--- src/rtl/cmob_state_ram.sv ---
// ----------------------------------------------------------------------------
// cmob_state_ram
// Per-channel state memory, one read and one write port, registered read.
// Entries never written since reset read as the reset word.
// ----------------------------------------------------------------------------
module cmob_state_ram #(
	parameter int          DEPTH      = 16,
	parameter int          AW         = 4,
	parameter int          DW         = 76,
	parameter logic [DW-1:0] RESET_WORD = '0
) (
	input  logic          clk,
	input  logic          arst_n,
	input  logic          rd_en,
	input  logic [AW-1:0] rd_addr,
	output logic [DW-1:0] rd_data,
	input  logic          wr_en,
	input  logic [AW-1:0] wr_addr,
	input  logic [DW-1:0] wr_data
);

	logic [DW-1:0]    mem [DEPTH];
	logic [DW-1:0]    rd_word_q;
	logic             rd_valid_q;
	logic [DEPTH-1:0] valid_q;

	always_ff @(posedge clk) begin
		if (wr_en)
			mem[wr_addr] <= wr_data;
		if (rd_en)
			rd_word_q <= mem[rd_addr];
	end

	always_ff @(posedge clk or negedge arst_n) begin
		if (!arst_n) begin
			valid_q    <= '0;
			rd_valid_q <= 1'b0;
		end else begin
			if (wr_en)
				valid_q[wr_addr] <= 1'b1;
			if (rd_en)
				rd_valid_q <= valid_q[rd_addr];
		end
	end

	assign rd_data = rd_valid_q ? rd_word_q : RESET_WORD;

endmodule
--- config.mk ---
export PLATFORM = sky130hd
export DESIGN_NAME = cmob_state_ram
export DESIGN_NICKNAME = d
export VERILOG_FILES = /design/src/rtl/cmob_state_ram.sv
export SDC_FILE = /design/constraint.sdc
export NUM_CORES = 1
export LEC_CHECK = 0
export BUFFER_PORTS_ARGS = -buffer_cell sky130_fd_sc_hd__buf_2
export CORE_ASPECT_RATIO = 1.25
export CORE_UTILIZATION = 37
export DETAILED_ROUTE_END_ITERATION = 12
export SYNTH_ARGS = -nofsm -noshare
export SYNTH_HDL_FRONTEND = slang
export SYNTH_SLANG_ARGS = --single-unit
export TNS_END_PERCENT = 1
--- constraint.sdc ---
create_clock -name clk -period 2.6 [get_ports clk]
set_input_delay 0.13 -clock clk [delete_from_list [all_inputs] [get_ports clk]]
set_output_delay 0.13 -clock clk [all_outputs]
set_load 0.01 [all_outputs]
==> results of run 1 <==
## where the power goes
part           internal (mW)  switching (mW)
Combinational           1.36            1.59
Clock                   9.39            7.62
Sequential              23.8           0.238
Total                   34.5            9.46
## worst max-delay path, delay by kind of cell, from the launching register on
family / cells / cell delay [ns]
buffers and inverters: 2 / 0.47
flip-flops: 1 / 0.84
AND/OR/NAND/NOR: 1 / 0.21
## worst paths after layout
| check | endpoint | slack, ns | cells after the start |
|---|---|---|---|
| worst min register to register | valid_q[5] | 0.46 | 1 |
| max in group asynchronous | rd_valid_q | 1.40 | 3 |
| min in group asynchronous | rd_valid_q | 0.66 | 3 |
| worst max register to register | rd_word_q[44] | 0.91 | 2 |
| worst min-delay path | mem[0][23] | 0.08 | 4 |
| worst max-delay path | rd_data[30] | 0.22 | 3 |
## through the flow
step / utilization / instances / TNS, ns / worst slack, ns / hold WS (ns)
after detailed placement: 0.403 / 3803 / 0 / 0.484 / 0.0674
final: 0.439 / 4112 / 0 / 0.225 / 0.0810
after CTS: 0.439 / 4109 / 0 / 0.0782 / 0.0224
after floorplan: - / 1906 / -304.99 / -0.389 / -0.166
after global placement: 0.403 / 3803 / 0 / 0.486 / 0.0546
after global routing: 0.439 / 4109 / 0 / 0.136 / 0.0705
## per-layer routing
layer / up-vias / wire, µm / global-route usage
li1: 8987 / - / -
met1: 11900 / 46800 / 0.231
met2: 703 / 56600 / 0.281
met3: 154 / 7050 / 0.0312
met4: 16 / 2280 / 0.0448
met5: - / 103 / 0
## synthesized netlist by cell type
cell type | count | area [µm²]
nand2b_1 | 2 | 12.5
edfxtp_1 | 1292 | 38800
mux4_2 | 384 | 8650
mux2_2 | 1 | 11.3
and2_1 | 76 | 475
nor3_1 | 4 | 20.0
mux2i_1 | 3 | 30.0
dfrtp_1 | 17 | 425
buf_2 | 28 | 140
clkbuf_1 | 45 | 169
buf_6 | 14 | 158
nand2_1 | 1 | 3.75
or3b_1 | 1 | 8.76
nand3_1 | 1 | 5.00
or2_1 | 16 | 100
nand3b_1 | 2 | 15.0
buf_1 | 7 | 26.3
nor2_1 | 12 | 45.0
## placed cells by master (no fill, tap or decap), types with 11 or more instances in the layout
master and instances:
edfxtp_1 1292, or2_1 16, and2_1 76, clkinv_1 33, clkbuf_16 117, dfrtp_1 16
bufinv_16 11, nor2_4 12, clkinv_2 22, buf_4 35, buf_2 158, clkbuf_1 21
dlygate4sd3_1 84, mux4_2 384, buf_12 58
## registers in the layout, indices dropped and copies added (netlist names)
signal and count:
rd_valid_q 1, rd_word_q 76, valid_q 16, mem 1216
## area by class of cell
cell class	instances	area share
clock inverters	83	0.0135
flip-flops and latches	1309	0.678
multi-input cells	503	0.165
clock buffers	138	0.0520
repair buffers	340	0.0539
well taps	1736	0.0376
diodes	3	0.000130
## logic make-up after synthesis
logic type | synth area share
multiplexers | 0.177
buffers and inverters | 0.0100
flip-flops | 0.799
AND/OR/NAND/NOR | 0.0140
## repair_timing
item / CTS / global route
buffers inserted: 1 / 0
endpoints found under the hold margin: 1285 / 0
setup endpoints to repair: 38 / 0
hold buffers: 84 / 0
==> metrics.md, run 1 <==
| Metric | Value |
|---|---|
| Outcome | `complete, no violations` |
| Slew @ Worst Pin | `0.762 ns` |
| Worst-path fanout max | `26` |
| Core area | `132000 µm²` |
| Max Cap Viol | `0` |
| Max VDD drop | `578 µV` |
| Clock Latency Late Sink | `0.72 ns` |
| First-pass GRT wire length | `164 mm` |
| P&R area growth vs syn | `17.8%` |
| Hold path start | `wr_addr[2]` |
| Cells after Synth | `between 1500 and 2000` |
| CTS sink cnt | `between 1000 and 1500` |
| Grt total ovfl | `0` |
| Initial DRC Count | `between 2000 and 2500` |
| P_leak | `~18 nW` |
| Worst EP arrival | `2.25 ns` |
| Flip-flop and latch count after synthesis | `between 1000 and 1500` |
| Post-Syn Area per Cell | `approximately 26 µm²` |
| Setup CP Type | `register to primary output` |
| Crit-path cells | `buf_12 > and2_1 > buf_2` |
| Largest net degree at the start of global routing | `57` |
| CTS tree | `done` |
| Post-layout instance area | `57800 µm²` |
| Area post-placement | `roughly 53000 µm²` |
| DRC | `0` |
| Vias per cell | `between 5 and 6` |
| Share of cells above drive strength 1 | `0.348` |
| Final Net Count | `about 2400` |
| Cell Area, Synth | `49100 µm²` |
| Fin crit share | `0.914` |
| Port-buffer cells | `between 150 and 200` |
| PwrDens | `roughly 760 nW/µm²` |
| Die Y | `roughly 410 µm` |
| Setup Skew | `roughly 0.039 ns` |
| FF/Latch Area | `around 39000 µm²` |
| Routed Antenna Nets | `0` |
| Final min period | `between 2 and 2.5 ns` |
| Synth cell types | `18` |
| Final wirelength | `roughly 110 mm` |
| DR vias | `21800` |
| CP required | `approximately 2.5 ns` |
| Vias in the first global route | `about 23000` |
| CTS root buf | `clkbuf_16` |
| Final slew viol count | `0` |
| R2R Path Start | `mem[8][44]` |
| DP HPWL | `just over 60 mm` |
| Avg WL per Cell | `27.4 µm` |
| Initial Util | `0.372` |
| Setup Viol. Count Final | `0` |
| H-tree depth | `3` |
| Footprint of the multi-input gates | `~9500 µm²` |
| CTS Buf Count | `117` |
| DRT Pass-1 Iters | `5` |
| Post-CTS resize count | `0` |
| Fill cell count | `approximately 11000` |
| Gr usage total | `0.170` |
| Count of final hold-check violations | `0` |
| RSZ-0062 raised after global routing | `no` |
| Worst Setup SP | `rd_valid_q` |
| Syn Nets | `roughly 2000` |
| CP max-delay cell | `dfrtp_4` |
| Crit-path max cell delay | `~0.84 ns` |
| Rel. slew slack | `0.491` |
| Rows | `~150` |
| Max clock buf depth | `3` |
| Die Area | `between 100000 and 150000 µm²` |
| Register area share after synthesis | `0.799` |
| Fmax | `0.421 GHz` |
| Design Power | `~44 mW` |
| Placer congestion estimate | `0.725` |
| Top Ports | `approximately 160` |
| Hold crit path type | `input port to register` |
| Yosys warnings | `0` |
| Antenna violations before repair | `16` |
| Die W | `approximately 330 µm` |
| CP Launch Type | `register` |
| CP Capture Type | `primary output` |
| Clk slew on worst S/H paths | `about 0.06 ns` |
(Power assumes the default switching activity.)
==> inputs of run 2 (changes only) <==
- CELL_PAD_IN_SITES_DETAIL_PLACEMENT: default -> 1
- CELL_PAD_IN_SITES_GLOBAL_PLACEMENT: default -> 2
- PLACE_DENSITY_LB_ADDON: default -> 0.1
==> run 2 against run 1 <==
Against the previous run: first-iteration DRC count decreased by 8.7%; sequential share of layout area down 0.90 points; final area grew 1.3%; critical path depth did not move; fmax rose by 2.4%; highest routed layer unchanged; sequential power is essentially flat; largest cell class unchanged; register-to-register slack hardly changed; clock-buffer cell count is 38 higher; global-route usage is 2.1 points higher; sequential cell count stayed put; clock skew fell by 0.018 ns.
==> metrics.md, run 2 (same netlist as run 1, synthesis figures left out) <==
| Metric | Value |
|---|---|
| Outcome | `complete, no violations` |
| CTS tree | `done` |
| Hold slack | `about 0.095 ns` |
| Vias per cell | `5.32` |
| CTS sink cnt | `~1300` |
| H-tree depth | `4` |
| Crit-path max cell delay | `between 0.7 and 0.8 ns` |
| CTS Buf Count | `139` |
| Count of final hold-check violations | `0` |
| Setup Viol. Count Final | `0` |
| Final core utilization | `0.445` |
| P_leak | `approximately 19 nW` |
| Max FFs per register | `about 1200` |
| Initial Util | `0.372` |
| Hold crit path type | `input port to register` |
| DR vias | `approximately 22000` |
| Clock Latency Late Sink | `0.76 ns` |
| CP Launch Type | `register` |
| Setup Skew | `0.0212 ns` |
| Slew @ Worst Pin | `0.802 ns` |
| RSZ-0062 raised after global routing | `no` |
| PwrDens | `about 790 nW/µm²` |
| Die Y | `a little over 400 µm` |
| Pre-CTS WS | `between 0.3 and 0.4 ns` |
| Avg WL per Cell | `about 30 µm` |
| Antenna violations before repair | `9` |
| CP Capture Type | `primary output` |
| P&R area growth vs syn | `19.4%` |
| Fin crit share | `0.892` |
| CP max-delay cell | `dfrtp_4` |
| Core area | `~130000 µm²` |
| Initial DRC Count | `~1900` |
| Placer congestion estimate | `roughly 0.69` |
| Design Power | `46.3 mW` |
| Final slew viol count | `0` |
| Grt total ovfl | `0` |
| Top Ports | `between 150 and 200` |
| Clk slew on worst S/H paths | `about 0.06 ns` |
| Setup CP Type | `register to primary output` |
| Port-buffer cells | `roughly 160` |
| Final wirelength | `125 mm` |
| DRC | `0` |
| Share of cells above drive strength 1 | `0.356` |
| Fill cell count | `roughly 12000` |
| Biggest regs | `mem x1216, rd_word_q x76, valid_q x16` |
| Cell family with most CP delay | `flip-flops` |
| DRT Pass-1 Iters | `7` |
| Gr usage total | `0.190` |
| Worst EP arrival | `roughly 2.2 ns` |
| Largest net degree at the start of global routing | `between 50 and 60` |
| Commonest non-fill, non-tap cell in the layout | `edfxtp_1` |
| Crit-path cells | `buf_12 > and2_1 > buf_2` |
| Final min period | `about 2.3 ns` |
| Setup Buffers After CTS | `0` |
| Max clock buf depth | `3` |
| Die Area | `between 100000 and 150000 µm²` |
| Routed Antenna Nets | `0` |
| Most frequent cells in the layout | `edfxtp_1 (1292), mux4_2 (384), buf_2 (158)` |
| Worst-path fanout max | `23` |
| Post-CTS resize count | `0` |
| CTS root buf | `clkbuf_16` |
| CTS Hold Bufs | `83` |
| Largest Register | `mem` |
| Vias in the first global route | `~25000` |
| Max VDD drop | `~500 µV` |
| First-pass GRT wire length | `around 180 mm` |
| Max Cap Viol | `0` |
| Die W | `between 300 and 400 µm` |
| Bufs and invs on worst path | `2` |
| Final Net Count | `between 2000 and 2500` |
| Rows | `about 150` |
| Fmax | `roughly 0.43 GHz` |
| Rel. slew slack | `0.464` |
| Fin worst setup slack | `about 0.28 ns` |
| CP required | `around 2.5 ns` |
| DP HPWL | `64.8 mm` |
run 2: changes by cell type in the layout (fill, tap and decap cells not counted), moves of 2 or more:
cell	before	now
buf_12	58	69
buf_4	35	27
buf_6	3	1
bufinv_16	11	8
clkbuf_1	21	26
clkbuf_16	117	150
clkinv_1	33	29
clkinv_16	2	0
clkinv_2	22	28
clkinv_4	2	0
clkinvlp_4	6	4
inv_6	3	1
run 2: stage by stage:
| stage | cell area (µm²) | setup TNS (ns) | cells |
|---|---|---|---|
| after floorplan | 49200 | -304.99 | 1906 |
| after global placement | 53300 | 0 | 3805 |
| after detailed placement | 53300 | 0 | 3805 |
| after CTS | 58600 | 0 | 4137 |
| after global routing | 58600 | 0 | 4138 |
| final | 58600 | 0 | 4141 |
run 2: path summary, 6_finish.rpt:
path                       startpoint       endpoint  slack [ns]  cells past startpoint
hold reg to reg            valid_q[2]     valid_q[2]        0.46                      1
max in group asynchronous      arst_n     rd_valid_q        1.35                      3
hold / removal             wr_addr[0]     mem[8][33]        0.09                      3
setup / recovery           rd_valid_q    rd_data[33]        0.28                      3
min in group asynchronous      arst_n     valid_q[5]        0.66                      3
setup reg to reg           mem[8][44]  rd_word_q[44]        0.92                      2
run 2: where the power goes:
part	total, mW	switching, mW	leakage [nW]	internal, mW
Clock	19.3	8.07	2.17	11.2
Combinational	2.95	1.58	4.49	1.37
Sequential	24.0	0.231	11.9	23.8
run 2: tightest hold or removal path, delay by kind of cell:
kind | cells | cell delay [ns]
buf+inv | 2 | 0.43
simple gates | 1 | 0.08
run 2: area by class of cell:
cell class                      count  area [µm²]  area share
Tap cell                         1736        2170      0.0371
Multi-Input combinational cell    503        9510       0.162
Clock inverter                     73         577     0.00984
Timing Repair Buffer              340        3250      0.0554
Antenna cell                        4        10.0    0.000171
Clock buffer                      176        3850      0.0657
Sequential cell                  1309       39200       0.669
run 2: metal layers:
metal | share of wire | track usage | up-vias
li1 | - | - | 9047
met1 | 0.44 | 0.266 | 12300
met2 | 0.50 | 0.311 | 493
met3 | 0.041 | 0.0312 | 169
met4 | 0.018 | 0.0479 | 10
met5 | 0.00053 | 0 | -
